--- src/hdl/tbs_pkg.sv ---
// tbs_pkg: types and constants for the track box smoother.
// Used by tbs_ctrl, tbs_datapath and track_box_smoother.
package tbs_pkg;

  localparam int COORD_BITS  = 12;
  localparam int FRAC_BITS   = 8;
  localparam int SMOOTH_BITS = COORD_BITS + FRAC_BITS;
  localparam int CONF_BITS   = FRAC_BITS + 1;
  localparam int DIV_STEPS   = SMOOTH_BITS + FRAC_BITS;

  localparam logic [CONF_BITS-1:0] CONF_ONE  = CONF_BITS'(1 << FRAC_BITS);
  localparam logic [CONF_BITS-1:0] CONF_INIT = CONF_BITS'(((1 << FRAC_BITS) * 9) / 10);
  localparam logic [7:0] LOST_PREDICT = 8'd5;
  localparam logic [7:0] LOST_GIVEUP  = 8'd15;
  localparam logic [7:0] ALPHA_MIN    = 8'd26;
  localparam logic [7:0] ALPHA_MAX    = 8'd230;

  typedef enum logic [1:0] {
    FUNC_UPDATE = 2'd0,
    FUNC_INIT   = 2'd1,
    FUNC_RESET  = 2'd2,
    FUNC_NONE   = 2'd3
  } func_t;

  typedef enum logic [1:0] {
    MODE_DETECTING  = 2'd0,
    MODE_TRACKING   = 2'd1,
    MODE_PREDICTING = 2'd2,
    MODE_LOST       = 2'd3
  } mode_t;

  typedef enum logic [1:0] {
    REG_BLEND  = 2'd0,
    REG_WIDTH  = 2'd1,
    REG_HEIGHT = 2'd2
  } reg_idx_t;

  // controller -> datapath
  typedef struct packed {
    logic load;       // capture input item
    logic div_start;  // start a size ratio division
    logic div_sel;    // 0 width, 1 height
    logic commit;     // write the next state for the captured item
  } dp_cmd_t;

  // datapath -> controller
  typedef struct packed {
    logic div_busy;
  } dp_stat_t;

endpackage

--- src/hdl/tbs_ctrl.sv ---
// tbs_ctrl: sequencer for one item: capture, two ratio divisions, commit, output.
// Depends on tbs_pkg.
module tbs_ctrl import tbs_pkg::*; (
  input  logic     clk,
  input  logic     rst_n,
  input  logic     in_fire,
  input  logic     out_free,
  input  dp_stat_t stat,
  output dp_cmd_t  cmd,
  output logic     busy,
  output logic     out_load
);

  typedef enum logic [6:0] {
    S_IDLE  = 7'b0000001,
    S_DIVW  = 7'b0000010,
    S_WAITW = 7'b0000100,
    S_DIVH  = 7'b0001000,
    S_WAITH = 7'b0010000,
    S_COMMIT= 7'b0100000,
    S_OUT   = 7'b1000000
  } state_t;

  state_t state_r, state_nxt;

  always_comb begin
    state_nxt = state_r;
    cmd       = '0;
    out_load  = 1'b0;
    case (state_r)
      S_IDLE: begin
        if (in_fire) begin
          cmd.load  = 1'b1;
          state_nxt = S_DIVW;
        end
      end
      S_DIVW: begin
        cmd.div_start = 1'b1;
        state_nxt     = S_WAITW;
      end
      S_WAITW: begin
        if (!stat.div_busy) state_nxt = S_DIVH;
      end
      S_DIVH: begin
        cmd.div_start = 1'b1;
        cmd.div_sel   = 1'b1;
        state_nxt     = S_WAITH;
      end
      S_WAITH: begin
        cmd.div_sel = 1'b1;
        if (!stat.div_busy) state_nxt = S_COMMIT;
      end
      S_COMMIT: begin
        cmd.commit = 1'b1;
        state_nxt  = S_OUT;
      end
      S_OUT: begin
        if (out_free) begin
          out_load  = 1'b1;
          state_nxt = S_IDLE;
        end
      end
      default: state_nxt = S_IDLE;
    endcase
  end

  assign busy = (state_r != S_IDLE);

  always_ff @(posedge clk) begin
    if (!rst_n) state_r <= S_IDLE;
    else        state_r <= state_nxt;
  end

endmodule

--- src/hdl/tbs_datapath.sv ---
// tbs_datapath: smoothing state, restoring divider, blend and box clamp.
// Depends on tbs_pkg; commanded by tbs_ctrl.
module tbs_datapath import tbs_pkg::*; (
  input  logic                  clk,
  input  logic                  rst_n,
  input  dp_cmd_t               cmd,
  output dp_stat_t              stat,
  input  logic [1:0]            cfg_we_idx,
  input  logic                  cfg_we,
  input  logic [11:0]           cfg_data,
  input  logic [1:0]            in_func,
  input  logic [COORD_BITS-1:0] in_x,
  input  logic [COORD_BITS-1:0] in_y,
  input  logic [COORD_BITS-1:0] in_w,
  input  logic [COORD_BITS-1:0] in_h,
  input  logic                  in_found,
  output logic                  res_ok,
  output logic [COORD_BITS-1:0] res_left,
  output logic [COORD_BITS-1:0] res_top,
  output logic [COORD_BITS-1:0] res_width,
  output logic [COORD_BITS-1:0] res_height,
  output logic [CONF_BITS-1:0]  res_conf,
  output logic [1:0]            res_mode
);

  localparam int SB = SMOOTH_BITS;
  localparam int DB = DIV_STEPS;
  localparam int CB = $clog2(DB + 1);

  // configuration
  logic [7:0]            alpha_r;
  logic [COORD_BITS-1:0] fw_r, fh_r;
  always_ff @(posedge clk) begin
    if (!rst_n) begin
      alpha_r <= 8'd77;
      fw_r    <= COORD_BITS'(640);
      fh_r    <= COORD_BITS'(480);
    end else if (cfg_we) begin
      case (cfg_we_idx)
        REG_BLEND: begin
          if (cfg_data[7:0] < ALPHA_MIN)      alpha_r <= ALPHA_MIN;
          else if (cfg_data[7:0] > ALPHA_MAX) alpha_r <= ALPHA_MAX;
          else                                alpha_r <= cfg_data[7:0];
        end
        REG_WIDTH:  fw_r <= (cfg_data == '0) ? COORD_BITS'(1) : cfg_data[COORD_BITS-1:0];
        REG_HEIGHT: fh_r <= (cfg_data == '0) ? COORD_BITS'(1) : cfg_data[COORD_BITS-1:0];
        default: ;
      endcase
    end
  end

  // state
  logic [SB-1:0]        cx_r, cy_r, ws_r, hs_r;
  logic [CONF_BITS-1:0] conf_r;
  logic [7:0]           lost_r;
  logic [1:0]           mode_r;
  logic                 armed_r;

  // captured item
  logic [1:0]            f_r;
  logic [COORD_BITS-1:0] x_r, y_r, w_r, h_r;
  logic                  fnd_r;
  always_ff @(posedge clk) begin
    if (cmd.load) begin
      f_r <= in_func; x_r <= in_x; y_r <= in_y; w_r <= in_w; h_r <= in_h;
      fnd_r <= in_found;
    end
  end

  // Q forms of the item (wq and hq fit in SB bits; cxq and cyq saturate to SB bits)
  logic [SB-1:0] wq, hq, cxq, cyq;
  assign wq  = {w_r, {FRAC_BITS{1'b0}}};
  assign hq  = {h_r, {FRAC_BITS{1'b0}}};
  assign cxq = SB'({1'b0, x_r, {FRAC_BITS{1'b0}}} + {2'b0, w_r, {(FRAC_BITS-1){1'b0}}} >= (1 << SB)
               ? {SB{1'b1}} : ({1'b0, x_r, {FRAC_BITS{1'b0}}} + {2'b0, w_r, {(FRAC_BITS-1){1'b0}}}));
  assign cyq = SB'({1'b0, y_r, {FRAC_BITS{1'b0}}} + {2'b0, h_r, {(FRAC_BITS-1){1'b0}}} >= (1 << SB)
               ? {SB{1'b1}} : ({1'b0, y_r, {FRAC_BITS{1'b0}}} + {2'b0, h_r, {(FRAC_BITS-1){1'b0}}}));

  // restoring divider: (|new - smooth| << FRAC_BITS) / smooth, one quotient bit per cycle
  logic [SB-1:0] dnew, dsm, dabs;
  assign dnew = cmd.div_sel ? hq : wq;
  assign dsm  = cmd.div_sel ? hs_r : ws_r;
  assign dabs = (dnew > dsm) ? dnew - dsm : dsm - dnew;

  logic [DB-1:0] dvd_r, quo_r;
  logic [SB:0]   rem_r;
  logic [SB-1:0] dvs_r;
  logic [CB-1:0] cnt_r;
  logic          dbusy_r;
  logic [SB:0]   trial;
  assign trial = {rem_r[SB-1:0], dvd_r[DB-1]};

  always_ff @(posedge clk) begin
    if (!rst_n) dbusy_r <= 1'b0;
    else if (cmd.div_start) dbusy_r <= 1'b1;
    else if (dbusy_r && cnt_r == CB'(DB - 1)) dbusy_r <= 1'b0;
  end
  always_ff @(posedge clk) begin
    if (cmd.div_start) begin
      dvd_r <= {dabs, {FRAC_BITS{1'b0}}};
      dvs_r <= dsm;
      rem_r <= '0;
      quo_r <= '0;
      cnt_r <= '0;
    end else if (dbusy_r) begin
      dvd_r <= dvd_r << 1;
      cnt_r <= cnt_r + CB'(1);
      if (trial >= {1'b0, dvs_r}) begin
        rem_r <= trial - {1'b0, dvs_r};
        quo_r <= {quo_r[DB-2:0], 1'b1};
      end else begin
        rem_r <= trial;
        quo_r <= {quo_r[DB-2:0], 1'b0};
      end
    end
  end
  assign stat.div_busy = dbusy_r;

  // clipped ratio, zero divisor counts as one
  logic [CONF_BITS-1:0] ratio, rw_r;
  assign ratio = (dvs_r == '0 || quo_r > DB'(CONF_ONE)) ? CONF_ONE : quo_r[CONF_BITS-1:0];
  always_ff @(posedge clk) begin
    if (cmd.div_start && cmd.div_sel) rw_r <= ratio;
  end

  // confidence from the two ratios
  logic [CONF_BITS+1:0] pen;
  logic [CONF_BITS-1:0] conf_upd;
  assign pen      = {1'b0, rw_r, 1'b0} + {1'b0, ratio, 1'b0};
  assign conf_upd = (pen >= (CONF_BITS+2)'(CONF_ONE)) ? '0 : CONF_ONE - pen[CONF_BITS-1:0];

  function automatic logic [SB-1:0] blend_f(logic [SB-1:0] s, logic [SB-1:0] v,
                                            logic [7:0] a);
    logic [SB+9:0] acc;
    acc = (SB+10)'(v) * a + (SB+10)'(s) * (9'd256 - {1'b0, a}) + (SB+10)'(128);
    return acc[SB+7:8];
  endfunction

  logic upd_hit, init_bad;
  assign upd_hit  = fnd_r && w_r != '0 && h_r != '0;
  assign init_bad = w_r == '0 || h_r == '0 ||
                    ({1'b0, x_r} + {1'b0, w_r} > {1'b0, fw_r}) ||
                    ({1'b0, y_r} + {1'b0, h_r} > {1'b0, fh_r});

  logic [7:0] lost_inc;
  assign lost_inc = (lost_r == 8'hFF) ? lost_r : lost_r + 8'd1;

  logic show_box_r, ok_r;
  always_ff @(posedge clk) begin
    if (!rst_n) begin
      cx_r <= '0; cy_r <= '0; ws_r <= '0; hs_r <= '0;
      conf_r <= '0; lost_r <= '0; mode_r <= MODE_DETECTING; armed_r <= 1'b0;
      show_box_r <= 1'b0; ok_r <= 1'b0;
    end else if (cmd.commit) begin
      show_box_r <= 1'b0;
      ok_r       <= 1'b0;
      case (f_r)
        FUNC_RESET: begin
          cx_r <= '0; cy_r <= '0; ws_r <= '0; hs_r <= '0;
          conf_r <= '0; lost_r <= '0; mode_r <= MODE_DETECTING; armed_r <= 1'b0;
        end
        FUNC_INIT: begin
          if (init_bad) armed_r <= 1'b0;
          else begin
            cx_r <= cxq; cy_r <= cyq; ws_r <= wq; hs_r <= hq;
            conf_r <= CONF_INIT; lost_r <= '0; mode_r <= MODE_TRACKING;
            armed_r <= 1'b1; show_box_r <= 1'b1; ok_r <= 1'b1;
          end
        end
        FUNC_UPDATE: begin
          if (armed_r) begin
            show_box_r <= 1'b1;
            if (upd_hit) begin
              ok_r   <= 1'b1;
              conf_r <= conf_upd;
              lost_r <= '0;
              cx_r <= blend_f(cx_r, cxq, alpha_r);
              cy_r <= blend_f(cy_r, cyq, alpha_r);
              ws_r <= blend_f(ws_r, wq, alpha_r);
              hs_r <= blend_f(hs_r, hq, alpha_r);
              mode_r <= ((CONF_BITS+4)'(conf_upd) * 10 > (CONF_BITS+4)'(CONF_ONE) * 3)
                        ? MODE_TRACKING : MODE_PREDICTING;
            end else begin
              lost_r <= lost_inc;
              conf_r <= '0;
              if (lost_inc > LOST_GIVEUP)       mode_r <= MODE_LOST;
              else if (lost_inc > LOST_PREDICT) mode_r <= MODE_PREDICTING;
            end
          end
        end
        default: ;
      endcase
    end
  end

  // box clamp from state
  function automatic logic [COORD_BITS-1:0] edge_f(logic [SB-1:0] c, logic [SB-1:0] s,
                                                   logic [COORD_BITS-1:0] lim);
    logic [SB:0] twice;
    logic [SB:0] diff;
    logic [COORD_BITS-1:0] e;
    twice = {c, 1'b0};
    diff  = twice - {1'b0, s};
    e     = diff[SB:FRAC_BITS+1];
    if (twice <= {1'b0, s}) return '0;
    return (e > lim - COORD_BITS'(1)) ? lim - COORD_BITS'(1) : e;
  endfunction

  function automatic logic [COORD_BITS-1:0] size_f(logic [SB-1:0] s,
                                                   logic [COORD_BITS-1:0] lim,
                                                   logic [COORD_BITS-1:0] e);
    logic [COORD_BITS-1:0] v, hi;
    v  = s[SB-1:FRAC_BITS];
    hi = lim - e;
    if (v == '0) v = COORD_BITS'(1);
    return (v > hi) ? hi : v;
  endfunction

  logic [COORD_BITS-1:0] l_c, t_c;
  assign l_c = edge_f(cx_r, ws_r, fw_r);
  assign t_c = edge_f(cy_r, hs_r, fh_r);

  assign res_ok     = ok_r;
  assign res_left   = show_box_r ? l_c : '0;
  assign res_top    = show_box_r ? t_c : '0;
  assign res_width  = show_box_r ? size_f(ws_r, fw_r, l_c) : '0;
  assign res_height = show_box_r ? size_f(hs_r, fh_r, t_c) : '0;
  assign res_conf   = show_box_r ? conf_r : '0;
  assign res_mode   = mode_r;

endmodule

--- src/hdl/track_box_smoother.sv ---
// track_box_smoother: top level, stream ports, output register, assertions.
// Depends on tbs_pkg, tbs_ctrl and tbs_datapath.
//
//  channel | dir | handshake            | payload
//  in_     | in  | in_tvalid/in_tready  | in_tdata {box fields}, in_tuser {found, func}
//  out_    | out | out_tvalid/out_tready| out_tdata {box, confidence}, out_tuser {mode, ok}
//  cfg_    | in  | cfg_we               | cfg_idx, cfg_wdata
//
// An item goes through capture, the width ratio division, the height ratio
// division, commit and output load in that order; its time is set by the
// bit-per-cycle restoring divider run twice (width and height ratios).
// One item is in work at a time; in_tready is high only while idle.
// The output register holds a result until taken; a stalled out_tready holds
// the next item in its final step. Reset (rst_n low, synchronous) restores
// registers to 77/640/480 and clears the tracking state and valid flags; no clearing pass.
module track_box_smoother import tbs_pkg::*; (
  input  logic        clk,
  input  logic        rst_n,
  input  logic        in_tvalid,
  output logic        in_tready,
  input  logic [47:0] in_tdata,  // box_left, box_top, box_width, box_height
  input  logic [2:0]  in_tuser,  // func[1:0], found[2]
  output logic        out_tvalid,
  input  logic        out_tready,
  output logic [63:0] out_tdata, // out_left, out_top, out_width, out_height, confidence_level
  output logic [2:0]  out_tuser, // ok[0], mode[2:1]
  input  logic        cfg_we,
  input  logic [1:0]  cfg_idx,
  input  logic [11:0] cfg_wdata
);

  dp_cmd_t  cmd;
  dp_stat_t stat;
  logic     busy, out_load, in_fire, out_free;

  logic                  r_ok;
  logic [COORD_BITS-1:0] r_l, r_t, r_w, r_h;
  logic [CONF_BITS-1:0]  r_c;
  logic [1:0]            r_m;

  assign in_tready = !busy;
  assign in_fire   = in_tvalid && in_tready;
  assign out_free  = !out_tvalid || out_tready;

  tbs_ctrl u_ctrl (
    .clk, .rst_n, .in_fire, .out_free, .stat, .cmd, .busy, .out_load
  );

  tbs_datapath u_dp (
    .clk, .rst_n, .cmd, .stat,
    .cfg_we_idx(cfg_idx), .cfg_we, .cfg_data(cfg_wdata),
    .in_func(in_tuser[1:0]), .in_x(in_tdata[11:0]), .in_y(in_tdata[23:12]),
    .in_w(in_tdata[35:24]), .in_h(in_tdata[47:36]), .in_found(in_tuser[2]),
    .res_ok(r_ok), .res_left(r_l), .res_top(r_t), .res_width(r_w),
    .res_height(r_h), .res_conf(r_c), .res_mode(r_m)
  );

  // output register
  logic        ovalid_r;
  logic [63:0] odata_r;
  logic [2:0]  ouser_r;
  always_ff @(posedge clk) begin
    if (!rst_n) ovalid_r <= 1'b0;
    else if (out_load) ovalid_r <= 1'b1;
    else if (out_tready) ovalid_r <= 1'b0;
  end
  always_ff @(posedge clk) begin
    if (out_load) begin
      odata_r <= {7'b0, r_c, r_h, r_w, r_t, r_l};
      ouser_r <= {r_m, r_ok};
    end
  end
  assign out_tvalid = ovalid_r;
  assign out_tdata  = odata_r;
  assign out_tuser  = ouser_r;

  // assertions
  a_no_accept_busy: assert property (@(posedge clk) disable iff (!rst_n)
    busy |-> !in_fire) else $error("transfer accepted while busy");
  a_load_free: assert property (@(posedge clk) disable iff (!rst_n)
    out_load |-> out_free) else $error("result overwrote a pending output");
  a_ok_box: assert property (@(posedge clk) disable iff (!rst_n)
    (out_tvalid && out_tuser[0]) |-> (out_tdata[35:24] != 12'd0))
    else $error("ok result with zero width");
  a_start_idle: assert property (@(posedge clk) disable iff (!rst_n)
    cmd.div_start |-> !stat.div_busy) else $error("divider restarted while busy");

endmodule
--- config.mk ---
export PLATFORM = sky130hd
export DESIGN_NAME = track_box_smoother
export DESIGN_NICKNAME = d
export VERILOG_FILES = /design/src/hdl/tbs_pkg.sv /design/src/hdl/tbs_ctrl.sv /design/src/hdl/tbs_datapath.sv /design/src/hdl/track_box_smoother.sv
export SDC_FILE = /design/constraint.sdc
export NUM_CORES = 2
export LEC_CHECK = 0
export BUFFER_PORTS_ARGS = -buffer_cell sky130_fd_sc_hd__buf_4
export CORE_ASPECT_RATIO = 1.75
export CORE_MARGIN = 2
export CORE_UTILIZATION = 60
export CTS_BUF_LIST = sky130_fd_sc_hd__clkbuf_2 sky130_fd_sc_hd__clkbuf_4 sky130_fd_sc_hd__clkbuf_8
export DETAILED_ROUTE_END_ITERATION = 10
export PLACE_DENSITY = 0.76
export SKIP_LAST_GASP = 1
export SLEW_MARGIN = 30
export SYNTH_ARGS = -nofsm -noshare
export SYNTH_HDL_FRONTEND = slang
export SYNTH_SLANG_ARGS = --single-unit
--- constraint.sdc ---
create_clock -name clk -period 12 [get_ports clk]
set_input_delay 2.4 -clock clk [delete_from_list [all_inputs] [get_ports clk]]
set_output_delay 2.4 -clock clk [all_outputs]
set_load 0.02 [all_outputs]
==> results.py <==
metrics = {
    "grt": {
        "grt_pass1_wl_mm": 315.0,
        "grt_max_degree": 70,
        "first_global_vias": 56360,
        "overflow": 0,
        "gr-usage-all-layers_pct": 37.70,
        "antenna_found_initial": 12,
    },
    "synth": {
        "synthDistinctLibCells": 90,
        "syn_inst": 7298,
        "ys_warn_count": 0,
        "synth-seq-cells": 354,
        "syn_area_um2": 65340,
        "synth_edf_count": 159,
        "post_synth.cell_area_avg_um2": 8.954,
        "seq_area_frac_synth_pct": 13.28,
        "synthArstFlopShare_pct": 0,
        "ys.flop_type": "dfxtp_1",
    },
    "pwr": {
        "comb_power_share_pct": 86.6,
        "switchingPower_uw": 11210,
        "seqPwrFrac_pct": 7.0,
        "ir_drop_mv": 0.5914,
        "p_total_uw": 21290,
        "p_int_uw": 10080,
        "swShare_pct": 52.67,
        "power_density_nw_per_um2": 308.3,
        "cellLeakagePower_uw": 0.03459,
        "clkPwrFrac_pct": 6.4,
    },
    "layout": {
        "design_area_um2": 69060,
        "area_delta_synth_final_pct": 5.687,
        "final_cells": 8731,
        "final_nets": 9153,
        "fillers": 9141,
        "drive_above_1_share_pct": 6.111,
    },
    "timing": {
        "worstMarginPinSlew_ns": 1.129,
        "period_needed_ns": 10.64,
        "max_clock_freq_ghz": 0.09403,
        "hold_viol_final": 0,
        "finalSetupViolCount": 0,
        "rsz0062_at_grt": "false",
        "finClkSkew_ns": 0.1105,
        "tns_ns": 0,
        "relSlewSlack_pct": 23.93,
        "drv_slew": 0,
        "post-route-period-util_pct": 88.63,
    },
    "floorplanning": {
        "die-height_um": 440.6,
        "pin_count": 139,
        "start_util_pct": 60.33,
        "die_area_um2": 111700,
        "core_area_um2": 108300,
        "rows": 160,
        "die_w_um": 253.5,
    },
    "clock_network": {
        "cts_buffer_depth": 3,
        "cts_buffers": 60,
        "htreeDepth": 2,
        "path_clk_slew_ns": 0.07,
        "tritoncts": "built",
        "ctsHoldBuffers": 0,
        "cts_root_buffer": "clkbuf_8",
        "clk_latency_ns": 0.82,
        "cts_resized": 0,
        "clock_sinks": 354,
        "post_cts_buffers": 0,
    },
    "setup_path": {
        "path_common_cell": "fa_1",
        "rrSetupSlack_ns": 1.36,
        "critPathRequiredTime_ns": 12.67,
        "crit_path_top_delay_cell": "a211oi_1",
        "path_buf_inv": 1,
        "critPathMaxStageDelay_ns": 0.76,
        "worst_setup_path_start_kind": "flop",
        "cp_max_fo": 21,
        "path_delay_family": "adder cells",
        "worstPathArrival_ns": 11.30,
        "path_class": "reg -> reg",
        "cp-end-kind": "flop",
    },
    "route": {
        "drcViolationCount": 0,
        "vias": 52510,
        "via_per_inst": 6.014,
        "dr.pass1.iters": 5,
        "wl_per_cell_um": 23.53,
        "first_iter_violations": 3654,
        "drt-total-wl_mm": 205.5,
        "postRouteAntennaNets": 0,
    },
    "place": {
        "hpwl_mm": 162.2,
        "globalplace.congestion": 1.011,
        "place_area_um2": 67530,
        "io_buffers": 130,
        "dp_cells": 8608,
    },
    "status": {
        "status": "completed",
    },
    "flow_run": {
        "maxCapViolCount": 0,
    },
    "hold_path": {
        "holdCritPathClass": "reg -> reg",
    },
}
cells by family (layout without fill, tap and decap cells):
logic type	count (synthesis)	after routing	share of synthesized area [%]
buffers and inverters	1658	1619	9.696
multiplexers	98	98	1.543
XOR/XNOR	304	304	4.096
AND/OR/NAND/NOR	2058	2058	15.08
other	1	15	0.005739
flip-flops	354	354	13.28
adder cells (fa/ha/maj)	1869	1869	46.66
AO/OA/AOI/OAI	956	956	9.637
routing by layer:
layer | vias up | global-route usage [%] | wire, µm
met5 | - | 0 | 70
met4 | 10 | 34.09 | 22430
met3 | 1057 | 7.662 | 16400
met2 | 2398 | 65.33 | 101200
met1 | 25890 | 38.00 | 65400
li1 | 23160 | - | -
area by class of cell:
type / instances / area (µm²) / share of cell area [%]
Multi-Input combinational cell: 5293 / 50560 / 73.22
Sequential cell: 354 / 8692 / 12.59
Inverter: 1288 / 4836 / 7.002
Tap cell: 1458 / 1824 / 2.642
Timing Repair Buffer: 217 / 1694 / 2.453
Clock buffer: 71 / 933.4 / 1.352
Clock inverter: 43 / 499.2 / 0.7229
Antenna cell: 7 / 17.52 / 0.02536
state kept, by name, indices dropped and copies added (netlist names), 20 cells and up:
name	count
out_tdata	56
u_dp.cy_r	20
u_dp.cx_r	20
u_dp.ws_r	20
u_dp.dvd_r	20
u_dp.dvs_r	20
u_dp.hs_r	20
u_dp.quo_r	28
u_dp.rem_r	20
power by group through the flow:
stage          Sequential (µW)  Clock, µW  Combinational, µW
6_report                  1490       1350              18400
5_1_grt                   1500       1410              20800
4_1_cts                   1490       1370              18400
3_5_place_dp              1510          0              18100
3_3_place_gp              1510          0              17800
2_1_floorplan             1440          0              14000
cells in the final DEF, fill, tap and decap left out, drive strengths merged, types with 44 or more instances in the layout:
cell type  instances
a211oi            59
a21o             126
a21oi            284
a31oi             46
and2             430
buf              217
clkbuf            71
dfxtp            195
edfxtp           159
fa               946
ha               923
inv             1290
mux2i             76
nand2            840
nand2b            44
nand3             78
nor2             338
nor2b             65
nor3              68
nor4              58
o21a              51
o21ai            185
xnor2            211
xor2              92
synthesized netlist by cell type, drive strengths merged (38+ instances only):
cell	instances	area (µm²)
inv	1285	4823
fa	946	18940
ha	923	11550
nand2	840	3156
and2	430	2690
nor2	338	1276
clkbuf	305	1145
a21oi	284	1436
xnor2	211	1848
dfxtp	195	3904
o21ai	185	925.9
edfxtp	159	4775
a21o	126	945.9
xor2	92	805.8
nand3	78	390.4
mux2i	76	760.7
nor3	68	340.3
buf	65	356.6
nor2b	65	406.6
a211oi	59	447.9
nor4	58	362.9
o21a	51	382.9
a31oi	46	287.8
nand2b	44	275.3
nand4	39	259.0
a221oi	38	464.2
worst register-to-register path: stages, from the launching register on:
cell and delay [ns]:
edfxtp_1 0.67, ha_1 0.26, inv_1 0.06, fa_1 0.39
nor2b_1 0.14, o21a_1 0.15, o21ai_0 0.11, a211oi_1 0.76
a21o_1 0.58, and2_1 0.32, fa_1 0.47, fa_1 0.56
fa_1 0.45, fa_1 0.56, fa_1 0.45, fa_1 0.58
fa_1 0.43, fa_1 0.45, ha_1 0.25, a2111oi_0 0.51
nand3_1 0.18, a311oi_1 0.50, o21a_1 0.30, o211ai_1 0.24
a21oi_1 0.52, mux2_2 0.39, o21ai_0 0.15, a21oi_1 0.08
metrics by stage:
stage	hold slack (ns)	setup WS, ns	util, %
floorplan	0.4030	2.990	-
global placement	0.4213	1.451	62.34
detailed placement	0.4190	1.418	62.35
CTS	0.4349	1.374	63.68
global route	0.4538	0.7692	63.76
finish	0.4355	1.365	63.77
worst paths after layout:
kind                         start       endpoint  depth (start not counted)
hold reg to reg   u_dp.res_mode[0]   out_tuser[1]                          0
setup / recovery       u_dp.h_r[1]  u_dp.cy_r[19]                         27
hold / removal    u_dp.res_mode[0]   out_tuser[1]                          0
setup reg to reg       u_dp.h_r[1]  u_dp.cy_r[19]                         27
Power figures use the tool's default switching activity.
